[config.mk]
export PLATFORM = sky130hd
export DESIGN_NAME = nwl_queue
export DESIGN_NICKNAME = d
export VERILOG_FILES = /design/src/rtl/core/nwl_pkg.sv /design/src/rtl/core/nwl_queue.sv
export SDC_FILE = /design/constraint.sdc
export NUM_CORES = 1
export LEC_CHECK = 0
export ABC_AREA = 1
export BUFFER_PORTS_ARGS = -buffer_cell sky130_fd_sc_hd__buf_2
export CORE_UTILIZATION = 28
export CTS_CLUSTER_DIAMETER = 100
export CTS_CLUSTER_SIZE = 20
export DETAILED_ROUTE_END_ITERATION = 10
export GPL_ROUTABILITY_DRIVEN = 0
export PLACE_DENSITY = 0.54
export SKIP_LAST_GASP = 1
export SLEW_MARGIN = 30
export SYNTH_ARGS = -nofsm -noshare
export SYNTH_HDL_FRONTEND = slang
export SYNTH_SLANG_ARGS = --single-unit
[constraint.sdc]
create_clock -name clk -period 4.3 [get_ports clk]
set_input_delay 1.075 -clock clk [delete_from_list [all_inputs] [get_ports clk]]
set_output_delay 1.075 -clock clk [all_outputs]
set_load 0.05 [all_outputs]
[src/rtl/core/nwl_pkg.sv]
// nwl_pkg: shared constants, types and state encodings for the polygon normal block
// no dependencies; imported by every module under rtl/core
`default_nettype none

package nwl_pkg;

  // polygon limits and coordinate format
  localparam int MAX_VERTICES = 256;
  localparam int COORD_BITS   = 16;
  localparam int FIELD_W      = 16;
  localparam int CNT_W        = $clog2(MAX_VERTICES + 2);

  // accumulator and Newell term widths
  localparam int SUM_W  = 44;
  localparam int TERM_W = COORD_BITS + 1;
  localparam int PROD_W = 2 * TERM_W;

  // normalizer widths: magnitude split for the shared multiplier, root, remainder
  localparam int MAG_W      = SUM_W;
  localparam int HALF_W     = MAG_W / 2;
  localparam int SQ_W       = 2 * MAG_W;
  localparam int ROOT_W     = MAG_W;
  localparam int REM_W      = ROOT_W + 3;
  localparam int ROOT_CNT_W = $clog2(ROOT_W);
  localparam int Q_FRAC     = 14;
  localparam int Q_W        = Q_FRAC + 1;
  localparam int ONE_Q      = 1 << Q_FRAC;
  localparam int DIV_CNT_W  = $clog2(Q_W);
  localparam int N_COMP     = 3;
  localparam int COMP_W     = $clog2(N_COMP);

  // queue of finished polygon sums
  localparam int QDEPTH = 4;
  localparam int QPTR_W = $clog2(QDEPTH);
  localparam int QCNT_W = $clog2(QDEPTH + 1);

  typedef logic signed [COORD_BITS-1:0] coord_t;
  typedef logic signed [SUM_W-1:0]      sum_t;

  // one finished polygon: the three Newell sums and the overflow mark
  typedef struct packed {
    sum_t sx;
    sum_t sy;
    sum_t sz;
    logic ovf;
  } nwl_sums_t;

  // front to queue
  typedef struct packed {
    logic      push;
    nwl_sums_t data;
  } nwl_push_t;

  // queue to back
  typedef struct packed {
    logic      valid;
    nwl_sums_t data;
  } nwl_head_t;

  typedef enum logic [0:0] {
    FR_RUN,
    FR_CLOSE
  } fr_state_t;

  typedef enum logic [2:0] {
    BK_IDLE,
    BK_SQR,
    BK_SUM,
    BK_ROOT,
    BK_DIV,
    BK_OUT
  } bk_state_t;

  // partial products of one 44-bit square
  typedef enum logic [1:0] {
    SQ_LL,
    SQ_HL,
    SQ_HH
  } sq_part_t;

endpackage

`default_nettype wire

[src/rtl/core/nwl_queue.sv]
// nwl_queue: short FIFO of finished polygon sums between front and back
// depends on nwl_pkg; fed by nwl_front, drained by nwl_back
`default_nettype none

module nwl_queue (
  input  logic               clk,
  input  logic               rst_n,
  input  nwl_pkg::nwl_push_t q_push,
  input  logic               pop,
  output nwl_pkg::nwl_head_t head
);
  import nwl_pkg::*;

  nwl_sums_t          mem_r [QDEPTH];
  logic [QPTR_W-1:0]  wr_ptr_r, rd_ptr_r;
  logic [QCNT_W-1:0]  cnt_r;

  assign head.valid = (cnt_r != '0);
  assign head.data  = mem_r[rd_ptr_r];

  // pointers and fill count
  always_ff @(posedge clk) begin
    if (!rst_n) begin
      wr_ptr_r <= '0;
      rd_ptr_r <= '0;
      cnt_r    <= '0;
    end else begin
      if (q_push.push) begin
        wr_ptr_r <= (wr_ptr_r == QPTR_W'(QDEPTH - 1)) ? '0 : wr_ptr_r + 1'b1;
      end
      if (pop) begin
        rd_ptr_r <= (rd_ptr_r == QPTR_W'(QDEPTH - 1)) ? '0 : rd_ptr_r + 1'b1;
      end
      cnt_r <= cnt_r + QCNT_W'(q_push.push) - QCNT_W'(pop);
    end
  end

  // storage
  always_ff @(posedge clk) begin
    if (q_push.push) begin
      mem_r[wr_ptr_r] <= q_push.data;
    end
  end

  a_no_overrun: assert property (@(posedge clk) disable iff (!rst_n)
    q_push.push |-> (cnt_r != QCNT_W'(QDEPTH)) || pop)
    else $error("push into full queue");

  a_no_underrun: assert property (@(posedge clk) disable iff (!rst_n)
    pop |-> (cnt_r != '0))
    else $error("pop from empty queue");

endmodule

`default_nettype wire

Word-level counts from Yosys, hierarchy flattened

Memories as Yosys holds them, arrays and structs flattened. A register that Yosys moved wholly into a read port is not among the register bits.
Index checks and enable logic that the tools add are counted.

Bits in registers: 7
RAM bits: 532
Input port bits: 137
Output and inout bits: 134
Word-level logic and storage cells: 17
Memories: 1

Memories:

| name  | words | width | rd ports | clocked after memory_dff | wr ports | RTL line        | RTL |
|---|---|---|---|---|---|---|---|
| mem_r | 4     | 133   | 1        | 1                        | 1        | nwl_queue.sv:14 | `nwl_sums_t mem_r [QDEPTH];` |

Add/subtract/negate cells: 4
Equal/unequal tests: 2
Muxes and demuxes: 6
Reductions and logical operators: 1

Operators by type and width:

| operator                                                      | number |
|---|---|
| 2-bit 2-to-1 mux                                              | 4 |
| 2-bit by 1-bit adder with 2-bit output, second input constant | 2 |
| 2-bit equality test, second input constant                    | 2 |
| 3-bit by 1-bit adder with 3-bit output                        | 1 |
| 3-bit nonzero test                                            | 1 |
| 3-bit by 1-bit subtractor with 3-bit output                   | 1 |
| 1-bit 2-to-1 mux                                              | 2 |

Logic depth before layout (Yosys ltp)

Depth in word-level cells: 4
Gate-level depth with buffers: 9
Depth with buffers taken out: 9

Worst setup path after synthesis

Ideal clock, no wire load.

Kind: input to register
Start: input port q_push[133] in the netlist's numbering
End: memory mem_r[3][0] in the netlist's numbering, enable pin
Setup time: 0.486 ns
Arrival: 3.673 ns
Required time: 3.814 ns
Path slack: 0.141 ns
Stages: 2
Buffers on the path: 0
Cells stage by stage: nand2_1 > inv_1

Word-level cells in the longest chain between the ends: 2

Ends and longest elaborated chain:

| element                                | RTL line        | RTL |
|---|---|---|
| from (decl)                            | nwl_queue.sv:8  | `input nwl_pkg::nwl_push_t q_push,` |
| 1-bit 2-to-1 mux                       | nwl_queue.sv:40 | `if (q_push.push) begin` |
| 1-bit 2-to-1 mux (implied by the code) | nwl_queue.sv:41 | `mem_r[wr_ptr_r] <= q_push.data;` |
| to (decl)                              | nwl_queue.sv:14 |  |

No other way between the ends.

==> impl.org <==
** STA
- Setup violations remaining at the end of the flow were counted as 0.
- Portion of the clock cycle consumed by the worst path in the final layout :: 0.811
- Worst-margin pin slew :: 0.734 ns
- The total count of hold-check failures in the final report came to 0.
- Static timing analysis puts the maximum clock frequency at 287 MHz.
- Worst clock skew :: 0.0119 ns
- Slew margin rel. :: 0.511
- Worst Hold Slack :: 0.508 ns
- Setup repair after global routing missed its margin :: false
- For the final routed database, the setup TNS stands at 0 ns.
- Count of pins over their slew limit :: 0
- Final period demand of the worst path :: 3.49 ns

** Clock tree
- Post-CTS timing repair inserted 0 buffers for setup.
- TritonCTS clock tree :: yes
- Clock tree synthesis selected as its root buffer the cell sky130_fd_sc_hd__clkbuf_16.
- Clock sink total :: 541
- Worst-skew pair later-pin latency :: 0.55 ns
- Count of hold-fix buffers inserted at cts :: 0
- After clock tree synthesis, the repair step resized 0 gates.
- Clock transition time at the flip-flop clock pins of the worst setup and hold paths :: 0.08 ns
- Maximum count of clock buffers along a single path :: 3
- Clock tree synthesis inserted a total of 34 buffers.
- Count of H-tree levels built during CTS :: 2

** Routing
- Dividing the detail-routed wire length by the instance count gives 15.6 um.
- Summing over every cut layer, the via total after detailed routing is 12,300.
- Detailed Route Iter0 Violations :: 670
- Summed over all layers, the routed wires come to 44,500 um.
- DRC violation count after routing :: 0
- Ratio of routed vias to standard cells :: 4.31
- Final antenna-violating net count :: 0
- The first detailed-routing pass took 5 iterations.

** Die
- Area of the core :: 0.0758 mm2
- The floorplan has 101 rows.
- In this run the vertical extent of the chip is 278 um.
- 271 I/O pins were placed.
- Die area :: 0.0775 mm2
- Die width :: 278 um
- Initial cell density of the core :: 0.282

** Synthesis
- In this run the mean area of a mapped cell was 13.3 um2.
- Netlist area before placement :: 0.0214 mm2
- The netlist uses 16 different library cells.
- Largest cells by area after synthesis :: sky130_fd_sc_hd__edfxtp_1 75%, sky130_fd_sc_hd__inv_1 4.9%, sky130_fd_sc_hd__nand2_1 4.8%
- Gate Count Post-Synth :: 1,610
- Of the post-synthesis cell area, the dominant cell type holds 0.747.
- For this run, the register share of the synthesized area comes to 0.755.
- Synth Register Bits :: 541
- The number of nets handed over by synthesis was 1,755.
- The Yosys step of the flow raised 0 warnings.
- The largest total area in the synthesized netlist belongs to sky130_fd_sc_hd__edfxtp_1.

** Finish
- In the final layout, the share of cells above drive strength 1 is 0.184.
- Number of nets in the finished design :: 1,999
- Summing all flip-flop and latch instances after layout gives 0.0162 mm2.
- Final cell count without fillers :: 2,851
- Once layout is complete, the utilization of the core stands at 0.327.
- Area taken by multi-input logic gates :: 0.00354 mm2
- Number of fill cells :: 7,506
- P&R area growth vs syn :: 15.8%

** Power and ir drop
- Power per cell area :: 449 mW/mm2
- Power share of the sequential group :: 0.549
- Of the total power, the clock network draws 0.295.
- Maximum vdd ir drop :: 0.000322 V
- Of the total power, the share spent switching nets is 0.279.
- Reported leakage power :: 9.38 nW
- The internal portion of the total power is 8.03 mW.
- Net Sw Power :: 3.10 mW
- Of the total power, combinational logic draws 0.156.

** GRT
- The via count of the first global-routing pass is 11,900.
- Antenna violations before repair :: 10
- The first global-routing pass estimated 67,800 um of wire.
- Final global-route overflow total :: 0
- In the global route stage, overall resource usage came out at 0.113.
- Largest net degree at the start of global routing :: 95

** Job
- Max-cap violations in this run came to 0.

** Outcome
- Status :: finished, final reports clean

** Worst setup path
- The worst setup path is captured at an output port.
- In this run the worst path has a maximum fanout of 55.
- Arrival time worst endpoint :: 2.41 ns
- Type of the setup path with the least slack :: flip-flop to output port
- CP required :: 3.22 ns
- STA classifies the critical path startpoint as a flip-flop.

** Placed design
- Port Buffer Count :: 270
- DP Cell Count :: 2,796
- Detailed placement finished with a half-perimeter wire length of 26,800 um.

** Min path
- In this run the worst hold path is classified as flip-flop to flip-flop.
-- power by group through the flow --
stage / Clock, mW / Combinational, mW / Sequential [mW]
finish: 3.29 / 1.74 / 6.11
floorplan: 0 / 1.29 / 6.22
CTS: 3.44 / 1.77 / 6.11
global route: 3.60 / 1.88 / 6.13
global placement: 0 / 1.74 / 6.22
detailed placement: 0 / 1.77 / 6.23
-- critical path, cell delays in order, from the launching register on --
cell                       delay (ns)
sky130_fd_sc_hd__dfxtp_4         0.83
sky130_fd_sc_hd__buf_12          0.26
sky130_fd_sc_hd__buf_4           0.26
sky130_fd_sc_hd__o211ai_1        0.13
sky130_fd_sc_hd__nand2_1         0.10
sky130_fd_sc_hd__buf_2           0.26
-- cells by family after synthesis --
group           count (synthesis)  synth area share
compound gates                405             0.110
fa+ha+maj                       8           0.00503
buf+inv                       370            0.0795
flops                         541             0.755
simple gates                  286            0.0503
-- path summary, 6_finish.rpt --
| kind | from | to | slack, ns | cells past startpoint |
|---|---|---|---|---|
| setup / recovery | flip-flop | head[58] | 0.81 | 5 |
| hold / removal | rd_ptr_r[0] | flip-flop | 0.51 | 2 |
| setup reg to reg | wr_ptr_r[0] | mem_r[3][96] | 2.42 | 4 |
| hold reg to reg | rd_ptr_r[0] | flip-flop | 0.51 | 2 |
-- layer usage --
| metal | GRT usage | routed length, um | share of wire |
|---|---|---|---|
| met5 | 0 | 111 | 0.0025 |
| met4 | 0.0278 | 873 | 0.020 |
| met3 | 0.0318 | 2400 | 0.054 |
| met2 | 0.189 | 21400 | 0.48 |
| met1 | 0.143 | 19700 | 0.44 |
-- flip-flops by register name (all words and copies together), names as in the netlist, named ones only --
name	flops
cnt_r	3
mem_r	532
rd_ptr_r	2
wr_ptr_r	2
-- Yosys cell counts (all sizes together) --
cell    count
dfxtp       9
o21ai     136
nand2     276
inv       281
a21oi     136
clkbuf      2
edfxtp    532
fa          1
nor2        8
nand3       2
o211ai    133
buf        87
ha          7
-- metrics by stage --
stage	area [um2]	power [mW]	setup slack, ns
after floorplan	21400	7.51	0.141
after global placement	23800	7.96	1.38
after detailed placement	23800	8.00	1.34
after CTS	24800	11.3	0.706
after global routing	24800	11.6	0.576
final	24800	11.1	0.813
-- cell type report --
class / instances / area share
Multi-Input combinational cell: 699 / 0.143
Inverter: 281 / 0.0434
Clock buffer: 48 / 0.0390
Sequential cell: 541 / 0.652
Clock inverter: 5 / 0.00202
Timing Repair Buffer: 297 / 0.0708
Antenna cell: 2 / 0.000202
Tap cell: 978 / 0.0494
-- layout by cell type, fill, tap and decap left out --
cell | synthesis | layout
sky130_fd_sc_hd__clkinv_4 | 0 | 1
sky130_fd_sc_hd__nand3_1 | 2 | 2
sky130_fd_sc_hd__o211ai_1 | 133 | 133
sky130_fd_sc_hd__nand2_1 | 276 | 276
sky130_fd_sc_hd__o21ai_0 | 36 | 36
sky130_fd_sc_hd__clkinvlp_4 | 0 | 1
sky130_fd_sc_hd__ha_1 | 7 | 7
sky130_fd_sc_hd__diode_2 | 0 | 2
sky130_fd_sc_hd__buf_12 | 0 | 16
sky130_fd_sc_hd__inv_1 | 281 | 277
sky130_fd_sc_hd__a21oi_1 | 136 | 136
sky130_fd_sc_hd__dfxtp_1 | 9 | 7
sky130_fd_sc_hd__fa_1 | 1 | 1
sky130_fd_sc_hd__dfxtp_4 | 0 | 2
sky130_fd_sc_hd__o21ai_1 | 100 | 100
sky130_fd_sc_hd__buf_4 | 16 | 11
sky130_fd_sc_hd__inv_12 | 0 | 1
sky130_fd_sc_hd__nor2_1 | 8 | 8
sky130_fd_sc_hd__clkbuf_1 | 2 | 11
sky130_fd_sc_hd__buf_2 | 45 | 270
sky130_fd_sc_hd__inv_6 | 0 | 6
sky130_fd_sc_hd__edfxtp_1 | 532 | 532
sky130_fd_sc_hd__clkbuf_16 | 0 | 37
Power figures use the tool's default switching activity.
