--- config.mk ---
export PLATFORM = sky130hd
export DESIGN_NAME = nwl_front
export DESIGN_NICKNAME = d
export VERILOG_FILES = /design/src/rtl/core/nwl_pkg.sv /design/src/rtl/core/nwl_front.sv
export SDC_FILE = /design/constraint.sdc
export NUM_CORES = 2
export LEC_CHECK = 0
export BUFFER_PORTS_ARGS = -buffer_cell sky130_fd_sc_hd__buf_4
export CAP_MARGIN = 20
export CORE_UTILIZATION = 65
export CTS_BUF_LIST = sky130_fd_sc_hd__clkbuf_16
export CTS_CLUSTER_SIZE = 14
export DETAILED_ROUTE_END_ITERATION = 10
export PLACE_DENSITY = 0.89
export REMOVE_ABC_BUFFERS = 1
export SLEW_MARGIN = 40
export SYNTH_ARGS = -nofsm -noshare
export SYNTH_HDL_FRONTEND = slang
export SYNTH_SLANG_ARGS = --single-unit
--- constraint.sdc ---
create_clock -name clk -period 8.2 [get_ports clk]
set_input_delay 0 -clock clk [delete_from_list [all_inputs] [get_ports clk]]
set_output_delay 0 -clock clk [all_outputs]
set_load 0.05 [all_outputs]
--- src/rtl/core/nwl_pkg.sv ---
// nwl_pkg: shared constants, types and state encodings for the polygon normal block
// no dependencies; imported by every module under rtl/core
`default_nettype none

package nwl_pkg;

  // polygon limits and coordinate format
  localparam int MAX_VERTICES = 256;
  localparam int COORD_BITS   = 16;
  localparam int FIELD_W      = 16;
  localparam int CNT_W        = $clog2(MAX_VERTICES + 2);

  // accumulator and Newell term widths
  localparam int SUM_W  = 44;
  localparam int TERM_W = COORD_BITS + 1;
  localparam int PROD_W = 2 * TERM_W;

  // normalizer widths: magnitude split for the shared multiplier, root, remainder
  localparam int MAG_W      = SUM_W;
  localparam int HALF_W     = MAG_W / 2;
  localparam int SQ_W       = 2 * MAG_W;
  localparam int ROOT_W     = MAG_W;
  localparam int REM_W      = ROOT_W + 3;
  localparam int ROOT_CNT_W = $clog2(ROOT_W);
  localparam int Q_FRAC     = 14;
  localparam int Q_W        = Q_FRAC + 1;
  localparam int ONE_Q      = 1 << Q_FRAC;
  localparam int DIV_CNT_W  = $clog2(Q_W);
  localparam int N_COMP     = 3;
  localparam int COMP_W     = $clog2(N_COMP);

  // queue of finished polygon sums
  localparam int QDEPTH = 4;
  localparam int QPTR_W = $clog2(QDEPTH);
  localparam int QCNT_W = $clog2(QDEPTH + 1);

  typedef logic signed [COORD_BITS-1:0] coord_t;
  typedef logic signed [SUM_W-1:0]      sum_t;

  // one finished polygon: the three Newell sums and the overflow mark
  typedef struct packed {
    sum_t sx;
    sum_t sy;
    sum_t sz;
    logic ovf;
  } nwl_sums_t;

  // front to queue
  typedef struct packed {
    logic      push;
    nwl_sums_t data;
  } nwl_push_t;

  // queue to back
  typedef struct packed {
    logic      valid;
    nwl_sums_t data;
  } nwl_head_t;

  typedef enum logic [0:0] {
    FR_RUN,
    FR_CLOSE
  } fr_state_t;

  typedef enum logic [2:0] {
    BK_IDLE,
    BK_SQR,
    BK_SUM,
    BK_ROOT,
    BK_DIV,
    BK_OUT
  } bk_state_t;

  // partial products of one 44-bit square
  typedef enum logic [1:0] {
    SQ_LL,
    SQ_HL,
    SQ_HH
  } sq_part_t;

endpackage

`default_nettype wire

--- src/rtl/core/nwl_front.sv ---
// nwl_front: vertex intake, Newell term pipeline and per-polygon accumulators
// depends on nwl_pkg; pushes finished sums into nwl_queue, takes queue credits back
`default_nettype none

module nwl_front (
  input  logic                         clk,
  input  logic                         rst_n,
  input  logic                         in_valid,
  output logic                         in_stall,
  input  logic [nwl_pkg::FIELD_W-1:0]  vx,
  input  logic [nwl_pkg::FIELD_W-1:0]  vy,
  input  logic [nwl_pkg::FIELD_W-1:0]  vz,
  input  logic                         last,
  input  logic                         credit_ret,
  output nwl_pkg::nwl_push_t           q_push
);
  import nwl_pkg::*;

  localparam logic [CNT_W-1:0] MAXC = CNT_W'(MAX_VERTICES);

  fr_state_t          st_r, st_nxt;
  logic [CNT_W-1:0]   cnt_r;
  logic [QCNT_W-1:0]  credit_r;
  coord_t             first_x_r, first_y_r, first_z_r;
  coord_t             prev_x_r, prev_y_r, prev_z_r;
  sum_t               sum_x_r, sum_y_r, sum_z_r;

  logic               accept, close_go, edge_ok, s1_go;
  coord_t             x_in, y_in, z_in, bx, by, bz;
  logic signed [TERM_W-1:0] ax_e, ay_e, az_e, bx_e, by_e, bz_e;

  logic                     s1_vld_r, s1_close_r, s1_ovf_r;
  logic signed [TERM_W-1:0] s1_dx_r, s1_dy_r, s1_dz_r, s1_sx_r, s1_sy_r, s1_sz_r;
  logic                     s2_vld_r, s2_close_r, s2_ovf_r;
  logic signed [PROD_W-1:0] s2_px_r, s2_py_r, s2_pz_r;
  sum_t                     sum_x_nxt, sum_y_nxt, sum_z_nxt;

  assign x_in = coord_t'(vx[COORD_BITS-1:0]);
  assign y_in = coord_t'(vy[COORD_BITS-1:0]);
  assign z_in = coord_t'(vz[COORD_BITS-1:0]);

  // intake control: a last vertex adds a closing-edge step, which waits for a queue credit
  always_comb begin
    st_nxt   = st_r;
    accept   = 1'b0;
    close_go = 1'b0;
    in_stall = 1'b1;
    unique case (st_r)
      FR_RUN: begin
        in_stall = 1'b0;
        accept   = in_valid;
        if (in_valid && last) begin
          st_nxt = FR_CLOSE;
        end
      end
      FR_CLOSE: begin
        if (credit_r != '0) begin
          close_go = 1'b1;
          st_nxt   = FR_RUN;
        end
      end
      default: begin
        st_nxt = FR_RUN;
      end
    endcase
  end

  // an edge is added while the count stays within the limit
  assign edge_ok = accept && (cnt_r != '0) && (cnt_r < MAXC);
  assign s1_go   = edge_ok || close_go;

  // edge end point: new vertex, or the first vertex for the closing edge
  assign bx = close_go ? first_x_r : x_in;
  assign by = close_go ? first_y_r : y_in;
  assign bz = close_go ? first_z_r : z_in;

  assign ax_e = {prev_x_r[COORD_BITS-1], prev_x_r};
  assign ay_e = {prev_y_r[COORD_BITS-1], prev_y_r};
  assign az_e = {prev_z_r[COORD_BITS-1], prev_z_r};
  assign bx_e = {bx[COORD_BITS-1], bx};
  assign by_e = {by[COORD_BITS-1], by};
  assign bz_e = {bz[COORD_BITS-1], bz};

  // accumulate, or close the polygon and hand the sums to the queue
  assign sum_x_nxt = sum_x_r + {{(SUM_W-PROD_W){s2_px_r[PROD_W-1]}}, s2_px_r};
  assign sum_y_nxt = sum_y_r + {{(SUM_W-PROD_W){s2_py_r[PROD_W-1]}}, s2_py_r};
  assign sum_z_nxt = sum_z_r + {{(SUM_W-PROD_W){s2_pz_r[PROD_W-1]}}, s2_pz_r};

  assign q_push.push    = s2_vld_r && s2_close_r;
  assign q_push.data.sx = sum_x_nxt;
  assign q_push.data.sy = sum_y_nxt;
  assign q_push.data.sz = sum_z_nxt;
  assign q_push.data.ovf = s2_ovf_r;

  // control state
  always_ff @(posedge clk) begin
    if (!rst_n) begin
      st_r     <= FR_RUN;
      cnt_r    <= '0;
      credit_r <= QCNT_W'(QDEPTH);
      s1_vld_r <= 1'b0;
      s2_vld_r <= 1'b0;
      sum_x_r  <= '0;
      sum_y_r  <= '0;
      sum_z_r  <= '0;
    end else begin
      st_r     <= st_nxt;
      s1_vld_r <= s1_go;
      s2_vld_r <= s1_vld_r;
      credit_r <= credit_r - QCNT_W'(close_go) + QCNT_W'(credit_ret);
      if (close_go) begin
        cnt_r <= '0;
      end else if (accept && (cnt_r <= MAXC)) begin
        cnt_r <= cnt_r + 1'b1;
      end
      if (s2_vld_r) begin
        if (s2_close_r) begin
          sum_x_r <= '0;
          sum_y_r <= '0;
          sum_z_r <= '0;
        end else begin
          sum_x_r <= sum_x_nxt;
          sum_y_r <= sum_y_nxt;
          sum_z_r <= sum_z_nxt;
        end
      end
    end
  end

  // vertex registers and term pipeline
  always_ff @(posedge clk) begin
    if (accept && (cnt_r == '0)) begin
      first_x_r <= x_in;
      first_y_r <= y_in;
      first_z_r <= z_in;
    end
    if (accept && ((cnt_r == '0) || (cnt_r < MAXC))) begin
      prev_x_r <= x_in;
      prev_y_r <= y_in;
      prev_z_r <= z_in;
    end
    if (s1_go) begin
      s1_close_r <= close_go;
      s1_ovf_r   <= close_go && (cnt_r > MAXC);
      s1_dx_r    <= ay_e - by_e;
      s1_sx_r    <= az_e + bz_e;
      s1_dy_r    <= az_e - bz_e;
      s1_sy_r    <= ax_e + bx_e;
      s1_dz_r    <= ax_e - bx_e;
      s1_sz_r    <= ay_e + by_e;
    end
    s2_close_r <= s1_close_r;
    s2_ovf_r   <= s1_ovf_r;
    s2_px_r    <= s1_dx_r * s1_sx_r;
    s2_py_r    <= s1_dy_r * s1_sy_r;
    s2_pz_r    <= s1_dz_r * s1_sz_r;
  end

  // credits never exceed the queue depth
  a_credit_bound: assert property (@(posedge clk) disable iff (!rst_n)
    credit_r <= QCNT_W'(QDEPTH))
    else $error("queue credit above depth");

  // closing edge is issued only with a credit in hand
  a_close_credit: assert property (@(posedge clk) disable iff (!rst_n)
    close_go |-> (credit_r != '0))
    else $error("closing edge without credit");

endmodule

`default_nettype wire

# Word level (Yosys, flattened, before mapping)
# Index checks and enable logic that the tools add are counted.
op_classes:
  add_sub_neg: 12
  n_mul: 3
  order_cmp: 3
  mux: 13
  n_bitwise: 2
  reduce_logical: 14
ops:
  columns: ["op", "n"]
  rows:
  - ["adder 44 bit", 3]
  - ["2-to-1 mux 44 bit", 3]
  - ["multiplier 17 x 17 -> 34 bit", 3]
  - ["adder 16 x 16 -> 17 bit", 3]
  - ["subtractor 16 x 16 -> 17 bit", 3]
  - ["2-to-1 mux 16 bit", 3]
  - ["adder 9 x 1 -> 9 bit (second input constant)", 1]
  - ["greater-than comparator 9 bit (second input constant)", 1]
  - ["<= comparator 9 bit (second input constant)", 1]
  - ["logical NOT 9 bit", 1]
  - ["less-than comparator 9 bit (second input constant)", 1]
  - ["nonzero test 9 bit", 1]
  - ["logical AND 1 bit", 8]
  - ["2-to-1 mux 1 bit", 6]
  - ["adder 3 x 1 -> 3 bit", 1]
  - ["nonzero test 3 bit", 1]
  - ["subtractor 3 x 1 -> 3 bit", 1]
  - ["logical OR 1 bit", 2]
  - ["inverter 1 bit", 2]
  - ["case mux 1 bit (2 select lines)", 1]
  - ["OR reduction 2 bit", 1]
totals:
  register_bits: 451
  inputBits: 53
  out_inout_bits: 135
  wordCells: 74

# Depth between registers and ports, before layout
depth:
  depth_word: 5
  mapped_depth: 25
  depth_no_buf: 24

# Worst setup path after synthesis
# OpenSTA, ideal clock, no wires.
synth_timing:
  path_type: "flip-flop to flip-flop"
  start: "register s1_sz_r[9]"
  end: "register s2_pz_r[33]"
  setup_time_ns: 0.121
  t_arrival_ns: 6.088
  t_required_ns: 8.079
  path_slack_ns: 1.991
  stages_incl_launch_ff: 26
  path_buffers: 2
  period_less_slack_ns: 6.209
  path_cell_list: "edfxtp_1 > clkbuf_1 > clkbuf_1 > nand2_1 > fa_1 > inv_1 > fa_1 > inv_1 > fa_1 > inv_1 > fa_1 > fa_1 > inv_1 > fa_1 > inv_1 > ha_1 > nand4_1 > a211oi_1 > a221oi_2 > a211oi_1 > a211oi_2 > o31a_1 > a21oi_1 > a21o_1 > a21oi_2 > xnor2_1"
synth_between:
  elab_chain_cells: 1
synth_lines:
  columns: ["item", "line_no", "text"]
  rows:
  - ["from (decl)", "nwl_front.sv:33", "logic signed [TERM_W-1:0] s1_dx_r, s1_dy_r, s1_dz_r, s1_sx_r, s1_sy_r, s1_sz_r;"]
  - ["from (signal assigned)", "nwl_front.sv:150", "s1_sz_r <= ay_e + by_e;"]
  - ["multiplier 17 x 17 -> 34 bit", "nwl_front.sv:156", "s2_pz_r <= s1_dz_r * s1_sz_r;"]
  - ["to (signal assigned)", "nwl_front.sv:156", null]
  - ["to (decl)", "nwl_front.sv:35", "logic signed [PROD_W-1:0] s2_px_r, s2_py_r, s2_pz_r;"]
# Every way passes these cells.
# A chain may end at the register's enable or synchronous reset.

# Worst setup path in the final report
layout_timing:
  start: "register s1_dz_r[7]"
  end: "register s2_pz_r[33]"
layout_between:
  elab_chain_cells: 1
layout_lines:
  columns: ["item", "line_no", "text"]
  rows:
  - ["from (decl)", "nwl_front.sv:33", null]
  - ["from (signal assigned)", "nwl_front.sv:149", "s1_dz_r <= ax_e - bx_e;"]
  - ["multiplier 17 x 17 -> 34 bit", "nwl_front.sv:156", null]
# Every way passes these cells.

==> results_dict.tcl <==
set metrics [dict create \
    grt.total_usage 0.319 \
    slowest_stage "edfxtp_1" \
    crit_family "adder cells" \
    finClkSkew_ns 0.0304 \
    num_rows 108 \
    dr.first_iter.drc_count 3781 \
    ys_seq_area_frac 0.191 \
    area_delta_synth_final_pct 7.74 \
    syn-cell-area_mm2 0.0573 \
    synthArstFlopShare 0 \
    synth_largest_area_cell "fa_1" \
    worstReg2RegEnd "s2_pz_r[33]" \
    postRouteAntennaNets 0 \
    holdPathEnd "cnt_r[0]" \
    dp.cells 7167 \
    cts_tree "yes" \
    gp_congestion 0.957 \
    crit_type "reg2reg" \
    grt_pass1_vias 46300 \
    timing.final.crit_share 0.841 \
    drtPass1Iterations 9 \
    htreeDepth 2 \
    worstRegToRegCells 23 \
    synth_area_leaders "fa_1, ha_1, edfxtp_1" \
    clkLatencyLatePin_ns 0.65 \
    synth.distinct_cells 98 \
    crit_path_frequent_cell "fa_1" \
    maxSlewHeadroom 0.422 \
    cts_sinks 448 \
    remaining_drc_errors 0 \
    whs_ns 0.0711 \
    syn_avg_cell_area_um2 9.51 \
    cp.required_ns 8.72 \
    endpoint_kind "register" \
    reg2reg_slack_ns 1.31 \
    yosysTopAreaCellShare 0.314 \
    hold_viol_final 0 \
    status "finished, final reports clean" \
    post_cts_resized 0 \
    cap_violations 0 \
    dieArea_mm2 0.0894 \
    setup_viol 0 \
    worstHoldStart "in_valid" \
    antenna_found_initial 7 \
    yosys_register_bits 448 \
    worstPathCellList "nand2_1 > fa_1 > inv_1 > fa_1 > inv_1 > fa_1 > inv_1 > fa_1 > fa_1 > inv_1 > fa_1 > inv_1 > ha_1 > nand4_1 > a211oi_1 > a221oi_2 > a211oi_1 > a211oi_2 > o31a_1 > a21oi_1 > a21o_1 > a21oi_2 > xnor2_1" \
    grt_max_degree 71 \
    maxSlewViolCount 0 \
    min_period_ns 6.89 \
    max_slew.worst_pin.slew_ns 0.856 \
    mostFrequentLayoutCell "inv_1" \
    final_cell_count_no_fill 7327 \
    cts.clk_slew.worst_paths_ns 0.06 \
    routed_wl_um 140000 \
    crit_arrival_ns 7.41 \
    setup_tns_ns 0 \
    cts_buffers 53 \
    slowest_delay_ns 0.84 \
    portBuffers 187 \
    worst-path-buf-inv 5 \
    cts_max_path_buffers 3 \
    whs_path_depth 5 \
    final_cell_mix "inv_1, fa_1, nand2_1, ha_1, and2_1" \
    place_area_mm2 0.0595 \
    timing.rr.start "s1_dz_r[7]" \
    drive_gt1_frac 0.0569 \
    start_util 0.658 \
    start_kind "register" \
    routedWlPerCell_um 19.1 \
    clockRootBuffer "clkbuf_16" \
    place_hpwl_um 106000 \
    coreArea_mm2 0.0870 \
    ios 188 \
    yosys_warnings 0 \
    clock.fmax_mhz 145 \
    synthCells 6023 \
    synthFlopType "dfxtp_1" \
    hold_path_class "in2reg" \
    overflow 0 \
    die_y_um 299 \
    synth_edf_count 197 \
    vias 43400 \
    critPathMaxFanout 17 \
    layout.nets 7560 \
    die_x_um 299 \
    rsz0062_at_grt "false" \
    grt_pass1_wl_um 230000 \
    stdcell_area_mm2 0.0617 \
    viasPerCell 5.92 \
]
-- layer usage --
layer / up-vias / track usage / part of all wire / wire (um)
met1: 21400 / 0.399 / 0.38 / 52700
met5: - / 0 / 0.00023 / 32
met2: 2118 / 0.533 / 0.48 / 67300
li1: 19400 / - / - / -
met3: 457 / 0.0707 / 0.098 / 13700
met4: 4 / 0.137 / 0.044 / 6090
-- how the worst max path moves through the flow --
| stage | start | endpoint | slack (ns) | cells after the start |
|---|---|---|---|---|
| finish | s1_dz_r[7] | s2_pz_r[33] | 1.31 | 23 |
| CTS | s1_sz_r[8] | s2_pz_r[33] | 1.36 | 23 |
| global placement | s1_dz_r[0] | s2_py_r[33] | 1.46 | 22 |
| detailed placement | s1_dz_r[7] | s2_pz_r[33] | 1.39 | 23 |
| floorplan | credit_r[1] | s1_close_r | 0.87 | 2 |
| global route | s1_dx_r[16] | s2_px_r[33] | 0.94 | 23 |
-- cell usage after synthesis, types with 27 or more instances --
cell,count
and2_1,463
a22o_1,55
o21ai_0,110
o21a_1,31
nand2b_1,43
clkbuf_1,197
nor3_1,42
fa_1,898
a21oi_1,248
xor2_1,79
nor2b_1,111
edfxtp_1,197
o21bai_1,62
a22oi_1,71
nand4_1,30
a21o_1,113
dfxtp_1,251
nand2_1,646
and3_1,27
xnor2_1,232
inv_1,1066
ha_1,486
nor2_1,202
nand3_1,47
-- flip-flops by register name, summed over array words and instances (netlist names), 3 cells and up --
| signal | flops |
|---|---|
| sum_x_r | 44 |
| sum_y_r | 44 |
| sum_z_r | 44 |
| s2_px_r | 34 |
| s2_py_r | 34 |
| s2_pz_r | 34 |
| s1_dx_r | 17 |
| s1_dy_r | 17 |
| s1_dz_r | 17 |
| first_x_r | 16 |
| first_y_r | 16 |
| first_z_r | 16 |
| prev_x_r | 16 |
| prev_y_r | 16 |
| prev_z_r | 16 |
| s1_sx_r | 16 |
| s1_sy_r | 16 |
| s1_sz_r | 16 |
| cnt_r | 9 |
| credit_r | 3 |
-- area by class of cell --
cell class              instances  area (um2)
fillers                      6046       25300
clock buffers                  54        1350
inverters                    1067        4010
well taps                    1155        1450
clock inverters                45         285
flip-flops and latches        448       10900
repair buffers                258        2100
multi-input cells            4295       41600
diodes                          5        12.5
-- cells by family (layout without fill, tap and decap cells) --
logic type | Yosys count | in the layout | synth area share
xor+xnor | 311 | 311 | 0.0475
other cells | 0 | 5 | 0
fa+ha+maj | 1384 | 1384 | 0.420
compound gates | 921 | 921 | 0.111
flops | 448 | 448 | 0.191
mux | 6 | 6 | 0.00105
simple gates | 1673 | 1673 | 0.145
buf+inv | 1280 | 1424 | 0.0842
-- stage by stage --
stage          utilization  setup WS [ns]
2_1_floorplan            -          0.869
3_3_place_gp         0.684           1.46
3_5_place_dp         0.684           1.39
4_1_cts              0.709           1.36
5_1_grt              0.709          0.938
6_report             0.709           1.31
-- worst reg2reg max path, stage by stage (launching register included) --
cell and delay [ns]:
edfxtp_1 0.84, nand2_1 0.19, fa_1 0.58, inv_1 0.05, fa_1 0.52, inv_1 0.06, fa_1 0.52, inv_1 0.05
fa_1 0.45, fa_1 0.48, inv_1 0.05, fa_1 0.47, inv_1 0.04, ha_1 0.35, nand4_1 0.14, a211oi_1 0.30
a221oi_2 0.16, a211oi_1 0.50, a211oi_2 0.13, o31a_1 0.35, a21oi_1 0.20, a21o_1 0.16, a21oi_2 0.06, xnor2_1 0.13
-- repair_timing --
item / 4_1_cts / 5_1_grt
hold buffers: 53 / 0
buffers inserted: 0 / 0
hold endpoints to repair: 127 / 0
endpoints found under the setup margin: 0 / 0
Power is left out: the tool's default activity adds up to more than one toggle a clock period on the data nets, which glitch-free logic cannot reach.
