[src/rtl/core/nwl_pkg.sv]
// nwl_pkg: shared constants, types and state encodings for the polygon normal block
// no dependencies; imported by every module under rtl/core
`default_nettype none

package nwl_pkg;

  // polygon limits and coordinate format
  localparam int MAX_VERTICES = 256;
  localparam int COORD_BITS   = 16;
  localparam int FIELD_W      = 16;
  localparam int CNT_W        = $clog2(MAX_VERTICES + 2);

  // accumulator and Newell term widths
  localparam int SUM_W  = 44;
  localparam int TERM_W = COORD_BITS + 1;
  localparam int PROD_W = 2 * TERM_W;

  // normalizer widths: magnitude split for the shared multiplier, root, remainder
  localparam int MAG_W      = SUM_W;
  localparam int HALF_W     = MAG_W / 2;
  localparam int SQ_W       = 2 * MAG_W;
  localparam int ROOT_W     = MAG_W;
  localparam int REM_W      = ROOT_W + 3;
  localparam int ROOT_CNT_W = $clog2(ROOT_W);
  localparam int Q_FRAC     = 14;
  localparam int Q_W        = Q_FRAC + 1;
  localparam int ONE_Q      = 1 << Q_FRAC;
  localparam int DIV_CNT_W  = $clog2(Q_W);
  localparam int N_COMP     = 3;
  localparam int COMP_W     = $clog2(N_COMP);

  // queue of finished polygon sums
  localparam int QDEPTH = 4;
  localparam int QPTR_W = $clog2(QDEPTH);
  localparam int QCNT_W = $clog2(QDEPTH + 1);

  typedef logic signed [COORD_BITS-1:0] coord_t;
  typedef logic signed [SUM_W-1:0]      sum_t;

  // one finished polygon: the three Newell sums and the overflow mark
  typedef struct packed {
    sum_t sx;
    sum_t sy;
    sum_t sz;
    logic ovf;
  } nwl_sums_t;

  // front to queue
  typedef struct packed {
    logic      push;
    nwl_sums_t data;
  } nwl_push_t;

  // queue to back
  typedef struct packed {
    logic      valid;
    nwl_sums_t data;
  } nwl_head_t;

  typedef enum logic [0:0] {
    FR_RUN,
    FR_CLOSE
  } fr_state_t;

  typedef enum logic [2:0] {
    BK_IDLE,
    BK_SQR,
    BK_SUM,
    BK_ROOT,
    BK_DIV,
    BK_OUT
  } bk_state_t;

  // partial products of one 44-bit square
  typedef enum logic [1:0] {
    SQ_LL,
    SQ_HL,
    SQ_HH
  } sq_part_t;

endpackage

`default_nettype wire

[src/rtl/core/nwl_back.sv]
// nwl_back: normalizer - sum of squares, integer square root, three divider lanes
// depends on nwl_pkg; takes sums from nwl_queue, drives the result register
`default_nettype none

module nwl_back (
  input  logic                        clk,
  input  logic                        rst_n,
  input  nwl_pkg::nwl_head_t          head,
  output logic                        pop,
  output logic                        out_valid,
  input  logic                        out_stall,
  output logic [nwl_pkg::FIELD_W-1:0] out_nx,
  output logic [nwl_pkg::FIELD_W-1:0] out_ny,
  output logic [nwl_pkg::FIELD_W-1:0] out_nz,
  output logic                        out_degenerate,
  output logic                        out_too_many
);
  import nwl_pkg::*;

  localparam logic [COMP_W-1:0]     LAST_COMP = COMP_W'(N_COMP - 1);
  localparam logic [ROOT_CNT_W-1:0] LAST_ROOT = ROOT_CNT_W'(ROOT_W - 1);
  localparam logic [DIV_CNT_W-1:0]  LAST_DIV  = DIV_CNT_W'(Q_W - 1);
  localparam logic [Q_W-1:0]        ONE_QV    = Q_W'(ONE_Q);

  bk_state_t            st_r, st_nxt;
  logic                 sq_issue, out_load;

  logic [MAG_W-1:0]     mag_r [N_COMP];
  logic                 neg_r [N_COMP];
  logic                 ovf_r;
  logic [COMP_W-1:0]    comp_r;
  sq_part_t             part_r, prod_part_r;
  logic                 prod_vld_r;
  logic [2*HALF_W-1:0]  prod_r;
  logic [SQ_W-1:0]      sq_r, sq_add;
  logic [HALF_W-1:0]    mul_a, mul_b;
  logic [MAG_W-1:0]     mag_sel;

  logic [REM_W-1:0]     rem_r, rem_sh, trial;
  logic [ROOT_W-1:0]    root_r;
  logic [ROOT_CNT_W-1:0] rcnt_r;

  logic [MAG_W:0]       drem_r [N_COMP];
  logic [MAG_W:0]       dt     [N_COMP];
  logic [Q_W-1:0]       dq_r   [N_COMP];
  logic [DIV_CNT_W-1:0] dcnt_r;
  logic [MAG_W:0]       len_e;
  logic [FIELD_W-1:0]   comp_val [N_COMP];

  logic                 out_valid_r, out_deg_r, out_tmv_r;
  logic [FIELD_W-1:0]   out_nx_r, out_ny_r, out_nz_r;

  // sequencer: pop, squares, root, divide, result; an overflow mark goes straight to the result
  always_comb begin
    st_nxt   = st_r;
    pop      = 1'b0;
    sq_issue = 1'b0;
    out_load = 1'b0;
    unique case (st_r)
      BK_IDLE: begin
        if (head.valid) begin
          pop    = 1'b1;
          st_nxt = head.data.ovf ? BK_OUT : BK_SQR;
        end
      end
      BK_SQR: begin
        sq_issue = 1'b1;
        if ((comp_r == LAST_COMP) && (part_r == SQ_HH)) begin
          st_nxt = BK_SUM;
        end
      end
      BK_SUM: begin
        st_nxt = BK_ROOT;
      end
      BK_ROOT: begin
        if (rcnt_r == LAST_ROOT) begin
          st_nxt = BK_DIV;
        end
      end
      BK_DIV: begin
        if (dcnt_r == LAST_DIV) begin
          st_nxt = BK_OUT;
        end
      end
      BK_OUT: begin
        if (!out_valid_r || !out_stall) begin
          out_load = 1'b1;
          st_nxt   = BK_IDLE;
        end
      end
      default: begin
        st_nxt = BK_IDLE;
      end
    endcase
  end

  // shared 22x22 multiplier operands
  assign mag_sel = mag_r[comp_r];
  assign mul_a   = (part_r == SQ_LL) ? mag_sel[HALF_W-1:0] : mag_sel[MAG_W-1:HALF_W];
  assign mul_b   = (part_r == SQ_HH) ? mag_sel[MAG_W-1:HALF_W] : mag_sel[HALF_W-1:0];

  // place the registered partial product: cross term counts twice
  always_comb begin
    unique case (prod_part_r)
      SQ_LL:   sq_add = SQ_W'(prod_r);
      SQ_HL:   sq_add = SQ_W'(prod_r) << (HALF_W + 1);
      SQ_HH:   sq_add = SQ_W'(prod_r) << (2 * HALF_W);
      default: sq_add = '0;
    endcase
  end

  // root step: bring down two bits, try root*4+1
  assign rem_sh = {rem_r[REM_W-3:0], sq_r[SQ_W-1 -: 2]};
  assign trial  = REM_W'({root_r, 2'b01});

  // divider lanes: shift after the first step, compare against the root
  assign len_e = (MAG_W + 1)'(root_r);
  always_comb begin
    for (int c = 0; c < N_COMP; c++) begin
      dt[c] = (dcnt_r == '0) ? drem_r[c] : {drem_r[c][MAG_W-1:0], 1'b0};
    end
  end

  // signed, saturated Q1.14 components
  always_comb begin
    for (int c = 0; c < N_COMP; c++) begin
      logic [Q_W-1:0] qs;
      qs = (dq_r[c] > ONE_QV) ? ONE_QV : dq_r[c];
      comp_val[c] = neg_r[c] ? (FIELD_W'(0) - FIELD_W'(qs)) : FIELD_W'(qs);
    end
  end

  // control state
  always_ff @(posedge clk) begin
    if (!rst_n) begin
      st_r        <= BK_IDLE;
      prod_vld_r  <= 1'b0;
      out_valid_r <= 1'b0;
    end else begin
      st_r       <= st_nxt;
      prod_vld_r <= sq_issue;
      if (out_load) begin
        out_valid_r <= 1'b1;
      end else if (!out_stall) begin
        out_valid_r <= 1'b0;
      end
    end
  end

  // datapath
  always_ff @(posedge clk) begin
    if (pop) begin
      neg_r[0] <= head.data.sx[SUM_W-1];
      neg_r[1] <= head.data.sy[SUM_W-1];
      neg_r[2] <= head.data.sz[SUM_W-1];
      mag_r[0] <= head.data.sx[SUM_W-1] ? MAG_W'(-head.data.sx) : MAG_W'(head.data.sx);
      mag_r[1] <= head.data.sy[SUM_W-1] ? MAG_W'(-head.data.sy) : MAG_W'(head.data.sy);
      mag_r[2] <= head.data.sz[SUM_W-1] ? MAG_W'(-head.data.sz) : MAG_W'(head.data.sz);
      ovf_r    <= head.data.ovf;
      comp_r   <= '0;
      part_r   <= SQ_LL;
      sq_r     <= '0;
    end
    if (sq_issue) begin
      prod_r      <= mul_a * mul_b;
      prod_part_r <= part_r;
      unique case (part_r)
        SQ_LL: part_r <= SQ_HL;
        SQ_HL: part_r <= SQ_HH;
        SQ_HH: begin
          part_r <= SQ_LL;
          comp_r <= comp_r + 1'b1;
        end
        default: part_r <= SQ_LL;
      endcase
    end
    if (prod_vld_r) begin
      sq_r <= sq_r + sq_add;
    end
    if (st_r == BK_SUM) begin
      rem_r  <= '0;
      root_r <= '0;
      rcnt_r <= '0;
    end
    if (st_r == BK_ROOT) begin
      sq_r   <= sq_r << 2;
      rcnt_r <= rcnt_r + 1'b1;
      if (rem_sh >= trial) begin
        rem_r  <= rem_sh - trial;
        root_r <= {root_r[ROOT_W-2:0], 1'b1};
      end else begin
        rem_r  <= rem_sh;
        root_r <= {root_r[ROOT_W-2:0], 1'b0};
      end
      if (rcnt_r == LAST_ROOT) begin
        dcnt_r <= '0;
        for (int c = 0; c < N_COMP; c++) begin
          drem_r[c] <= (MAG_W + 1)'(mag_r[c]);
          dq_r[c]   <= '0;
        end
      end
    end
    if (st_r == BK_DIV) begin
      dcnt_r <= dcnt_r + 1'b1;
      for (int c = 0; c < N_COMP; c++) begin
        if (dt[c] >= len_e) begin
          drem_r[c] <= dt[c] - len_e;
          dq_r[c]   <= {dq_r[c][Q_W-2:0], 1'b1};
        end else begin
          drem_r[c] <= dt[c];
          dq_r[c]   <= {dq_r[c][Q_W-2:0], 1'b0};
        end
      end
    end
    // result register
    if (out_load) begin
      if (ovf_r) begin
        out_nx_r  <= '0;
        out_ny_r  <= '0;
        out_nz_r  <= '0;
        out_deg_r <= 1'b0;
        out_tmv_r <= 1'b1;
      end else if (root_r == '0) begin
        out_nx_r  <= '0;
        out_ny_r  <= '0;
        out_nz_r  <= '0;
        out_deg_r <= 1'b1;
        out_tmv_r <= 1'b0;
      end else begin
        out_nx_r  <= comp_val[0];
        out_ny_r  <= comp_val[1];
        out_nz_r  <= comp_val[2];
        out_deg_r <= 1'b0;
        out_tmv_r <= 1'b0;
      end
    end
  end

  assign out_valid      = out_valid_r;
  assign out_nx         = out_nx_r;
  assign out_ny         = out_ny_r;
  assign out_nz         = out_nz_r;
  assign out_degenerate = out_deg_r;
  assign out_too_many   = out_tmv_r;

  // a flagged result carries a zero normal
  a_flag_zero: assert property (@(posedge clk) disable iff (!rst_n)
    out_valid_r && (out_deg_r || out_tmv_r) |->
      (out_nx_r == '0) && (out_ny_r == '0) && (out_nz_r == '0))
    else $error("flagged result with nonzero normal");

  // a new item is taken from the queue only while no polygon is in work
  a_pop_idle: assert property (@(posedge clk) disable iff (!rst_n)
    pop |-> (st_r == BK_IDLE))
    else $error("queue pop while busy");

endmodule

`default_nettype wire

[config.mk]
export PLATFORM = sky130hd
export DESIGN_NAME = nwl_back
export DESIGN_NICKNAME = d
export VERILOG_FILES = /design/src/rtl/core/nwl_pkg.sv /design/src/rtl/core/nwl_back.sv
export SDC_FILE = /design/constraint.sdc
export NUM_CORES = 2
export LEC_CHECK = 0
export BUFFER_PORTS_ARGS = -buffer_cell sky130_fd_sc_hd__buf_2
export CORE_MARGIN = 2
export CORE_UTILIZATION = 55
export DETAILED_ROUTE_END_ITERATION = 10
export PLACE_DENSITY = 0.72
export SLEW_MARGIN = 20
export SYNTH_ARGS = -nofsm -noshare
export SYNTH_HDL_FRONTEND = slang
export SYNTH_SLANG_ARGS = --single-unit
[constraint.sdc]
create_clock -name clk -period 15.9 [get_ports clk]
set_clock_uncertainty 0.05 [all_clocks]
set_input_delay 0.795 -clock clk [delete_from_list [all_inputs] [get_ports clk]]
set_output_delay 0.795 -clock clk [all_outputs]
set_load 0.005 [all_outputs]
Word-level counts from Yosys, hierarchy flattened
Memory sizes are Yosys's and may differ from the RTL's. A register that Yosys moved wholly into a read port is not among the register bits.
Index checks and enable logic that the tools add are counted.
Operators by class
  multipliers: 1
  bitwise operators: 15
  $add $sub $neg: 14
  shifts and indexed selects: 0
  muxes and demuxes: 86
  eq/ne operators: 18
  order comparisons: 7
  reductions and logical operators: 21
  divide/modulo/power cells: 0
Operator list (count)
  $mux 45: 12
  $mux 88: 3
  $pmux 88 s3: 1
  $mux 44: 5
  $mux 15: 12
  $ge 45x44->1: 3
  $sub 45x44->45: 3
  $neg 44->44: 3
  $add 88x88->88: 1
  $sub 1x15->16 const A: 3
  $ge 47x46->1: 1
  $gt 15x15->1 const B: 3
  $sub 45x45->45: 1
  $logic_not 44->1: 1
  $mul 22x22->44: 1
  $mux 22: 2
  $mux 1: 33
  $mux 3: 6
  $pmux 3 s6: 1
  $mux 4: 3
  $mux 6: 2
  $or 1x1->1: 12
  $mux 2: 5
  $reduce_bool 2->1: 5
  other kinds (25): 40
Word-level totals
  register bits after elaboration: 293
  word-level logic and storage cells: 188
  bits of input ports: 137
  memories: 4
  bits in writable memories: 315
  latch bits: 0
  memory bits (read-only): 0
Memory list
  drem_r: words 3, width 45, rd ports 3, clocked after Yosys merged registers in 0, wr ports 3, RTL line nwl_back.sv:43  | logic [MAG_W:0] drem_r [N_COMP];
  mag_r: words 3, width 44, rd ports 4, clocked after Yosys merged registers in 1, wr ports 3, RTL line nwl_back.sv:28  | logic [MAG_W-1:0] mag_r [N_COMP];
  dq_r: words 3, width 15, rd ports 3, clocked after Yosys merged registers in 0, wr ports 3, RTL line nwl_back.sv:45  | logic [Q_W-1:0] dq_r [N_COMP];
  neg_r: words 3, width 1, rd ports 3, clocked after Yosys merged registers in 0, wr ports 3, RTL line nwl_back.sv:29  | logic neg_r [N_COMP];

Longest topological paths before layout
  depth in word-level cells: 8
  depth in mapped cells: 33
  gate-level depth less buffers: 30

Worst setup path before layout
Ideal clock, no wire load.
  kind: flip-flop to flip-flop
  start point: register st_r[2]
  end point: memory dq_r[0][0] in the netlist's numbering, enable pin
  arrival: 9496 ps
  slack: 5807 ps
  data required time: 15304 ps
  cell stages (with the launch flop): 8
  cells stage by stage: dfxtp_1 > clkbuf_1 > nor2b_1 > and2_1 > clkbuf_1 > clkbuf_1 > nand2_1 > nand2_1
RTL lines
  start, declared: RTL line nwl_back.sv:25  | bk_state_t st_r, st_nxt;
  start signal, assigned: RTL line nwl_back.sv:140  | st_r <= st_nxt;
  end, declared: RTL line nwl_back.sv:45

==> key figures <==
Status
  – Status: complete, no violations

Global routing
  – Met3 usage: 0.07655
  – Initial antenna violation count: 19
  – Global routing usage on met2: 0.4954
  – M1 GR Usage: 0.4766
  – Largest net degree at the start of global routing: 93
  – Vias in the first global route: about 50k
  – Total GRT Usage: 0.3384
  – Wire length of the first global-routing pass: about 300 mm
  – GRT Max-Usage Layer: met2
  – Grt total ovfl: 0

Timing
  – Final Hold Viols: 0
  – Final Max Tran Viols: 0
  – Max_slew headroom: 0.2179
  – RSZ-0062 raised after global routing: no
  – Hold WS: 0.2867 ns
  – Worst-margin pin slew: 1.140 ns
  – Post-layout min period: around 9.3 ns
  – Final TNS setup: 0 ns
  – Max Clk Rate: between 0.1 and 0.15 GHz
  – Finish-stage setup viols: 0
  – Tcrit/Tclk final: 0.5823

Finish
  – Commonest non-fill, non-tap cells in the layout: nand2_1, nor2_1, edfxtp_1, inv_1, a21oi_1
  – Most common cell after layout, fill and taps aside: nand2_1
  – P&R area growth vs syn: 7.564%
  – Final Cell Area: between 0.06 and 0.07 mm^2
  – Layout cells sized above 1: 0.09240
  – NumNets Final: around 7.7k
  – Filler instances: between 9k and 10k

Yosys
  – Synthesized Nets: about 7.7k
  – Mean Syn Cell Area: roughly 9.1 um^2
  – Top_reg_cell synth: edfxtp_1
  – Cell variety after synth: 86
  – Mapped cell area: about 0.062 mm^2
  – #FFs+latches synth: 608
  – Yosys warnings: 0
  – Number of synthesized flops with an enable pin: between 500 and 600
  – Seq/Total Area, Yosys: 0.2943
  – Post-Syn Instances: 6753
  – Fraction of registers with async set/reset: 0

Floorplanning
  – Die area: 0.1149 mm^2
  – Die height: 338.9 um
  – Ports: between 150 and 200
  – Die X: ~340 um
  – Total core area: 0.1110 mm^2
  – Initial core utilization: 0.5560
  – # rows: 122

CTS
  – CTS max path bufs: 3
  – H-tree depth: 3
  – Clock Pin Slew Worst Setup and Hold Paths: around 0.070 ns
  – Post-CTS Resized: 0
  – TritonCTS clock tree: built
  – Clk Latency, worst-skew pair: approximately 0.67 ns
  – Clock sinks: approximately 610
  – Clock root cell: clkbuf_16
  – Post-CTS setup buffer count: 0
  – Cts bufs inserted: 73
  – Hold-fix buffers, CTS: 0

Drt
  – DRC errors left: 0
  – Via Count: ~52k
  – Via density: a little over 6
  – Drt first pass iters: 6
  – DRT antenna net count: 0
  – Drt wl/cell: around 24 um
  – Post-Route WL: 196.9 mm
  – First DRT Iteration DRCs: about 5.7k

Critical path
  – Crit path DAT: 9.60 ns
  – FF-to-FF Start: comp_r[0]
  – Crit Path Class: reg2reg
  – Most frequent CP cell: fa_1
  – Crit path from: comp_r[0]
  – Maximum fanout along the worst path: 46
  – Crit end category: flop
  – WP buf/inv: 4
  – Max incr delay on CP: approximately 0.93 ns
  – Largest delay share family, worst path: adder cells
  – Worst path slowest cell: mux2i_2
  – Type of origin of the critical path: flop
  – Worst EP required: ~16 ns

Min path
  – Hold Path Class: in2reg
  – HP Start: head[45]

Place
  – Placed Area: approximately 0.064 mm^2
  – # port buffers: approximately 190
  – RD Place Congestion: a little over 1
  – HPWL Detailed: around 150 mm

Run
  – Maxcap violations: 0
[worst register-to-register path, stage by stage (launching register included)]
cell and delay [ns]:
dfxtp_2 0.32, buf_4 0.62, mux2i_1 0.21, nor2_1 0.12
a21oi_1 0.08, mux2i_2 0.93, nand2_1 0.22, fa_1 0.61
inv_1 0.07, fa_1 0.50, inv_1 0.06, fa_1 0.54
inv_1 0.05, fa_1 0.50, fa_1 0.44, fa_1 0.54
fa_1 0.43, ha_1 0.38, and3_1 0.22, nor2_1 0.07
a2111oi_0 0.69, nand3_1 0.21, a32oi_1 0.35, a31o_2 0.25
o21ai_0 0.14, o21bai_1 0.15, a21oi_1 0.09, xnor2_1 0.12
[layout make-up]
cell class | count | area, um^2 | area share
multi-input combinational | 5261 | 40400 | 0.6086
antenna | 9 | 22.52 | 0.0003393
tap | 1488 | 1862 | 0.02805
sequential | 608 | 18160 | 0.2736
inverter | 566 | 2132 | 0.03212
clock buffer | 84 | 1868 | 0.02815
clock inverter | 49 | 510.5 | 0.007692
timing repair buffer | 250 | 1419 | 0.02138
[metal layers]
layer	vias to the layer above	wire, um
met5	-	42
met1	24850	83430
met4	6	10170
met2	2526	82270
li1	23730	-
met3	498	20990
[worst paths after layout]
| path | endpoint | slack (ns) | depth (start not counted) |
|---|---|---|---|
| min reg2reg | comp_r[0] | 0.43 | 2 |
| max reg2reg | prod_r[43] | 6.64 | 27 |
| min | mag_r[1][0] | 0.29 | 1 |
| max | prod_r[43] | 6.64 | 27 |
[state kept, by name (all words and copies together) (netlist names), 6 cells and up]
register / cells
out_nz: 16
mag_r: 132
out_ny: 16
prod_r: 44
sq_r: 88
root_r: 44
drem_r: 135
rem_r: 45
out_nx: 16
rcnt_r: 6
dq_r: 45
[cell families (layout without fill, tap and decap cells)]
| logic type | after synthesis | count (layout) | share of synthesized area |
|---|---|---|---|
| other cells | 0 | 9 | 0 |
| compound gates | 1541 | 1541 | 0.1567 |
| fa+ha+maj | 836 | 836 | 0.2183 |
| simple gates | 2097 | 2097 | 0.1543 |
| mux | 356 | 356 | 0.06120 |
| buf+inv | 884 | 949 | 0.05410 |
| xor+xnor | 431 | 431 | 0.06118 |
| flops | 608 | 608 | 0.2943 |
[synth_stat cells (9+ instances only)]
cell type	number	area share
nand2_1	764	0.046
nor2_1	684	0.042
edfxtp_1	598	0.29
inv_1	566	0.034
a21oi_1	470	0.038
ha_1	435	0.088
fa_1	401	0.13
o21ai_0	379	0.031
xnor2_1	302	0.043
clkbuf_1	293	0.018
a21o_1	198	0.024
mux2i_1	186	0.030
mux2_2	169	0.031
xor2_1	129	0.018
nand3_1	87	0.0071
nand4_1	87	0.0088
and2_1	82	0.0083
and3_1	77	0.0078
o31ai_1	76	0.0092
nor3_1	75	0.0061
o21bai_1	63	0.0077
a31oi_1	44	0.0045
o21a_1	43	0.0052
nand2b_1	42	0.0043
nor4_1	42	0.0043
a211oi_1	33	0.0040
nor2b_1	32	0.0032
a22o_1	28	0.0040
o41ai_1	26	0.0037
or4_1	26	0.0032
o211ai_1	25	0.0030
or3_1	25	0.0025
or2_2	21	0.0021
a21boi_0	16	0.0019
buf_2	16	0.0013
a221o_1	13	0.0021
a221oi_1	12	0.0017
o31a_1	12	0.0017
a31o_2	10	0.0014
dfxtp_1	10	0.0032
a2111oi_0	9	0.0013
buf_1	9	0.00055
[per-stage QoR]
step                instances  worst slack [ns]    util
global placement         8173             6.890  0.5762
floorplan                6753             5.807       -
detailed placement       8173             6.744  0.5762
global route             8310             6.139  0.5979
CTS                      8306             6.692  0.5977
finish                   8315             6.641  0.5981
Power is not shown: default switching activity piles up to over one toggle a cycle in this logic, so the estimate is an artifact.
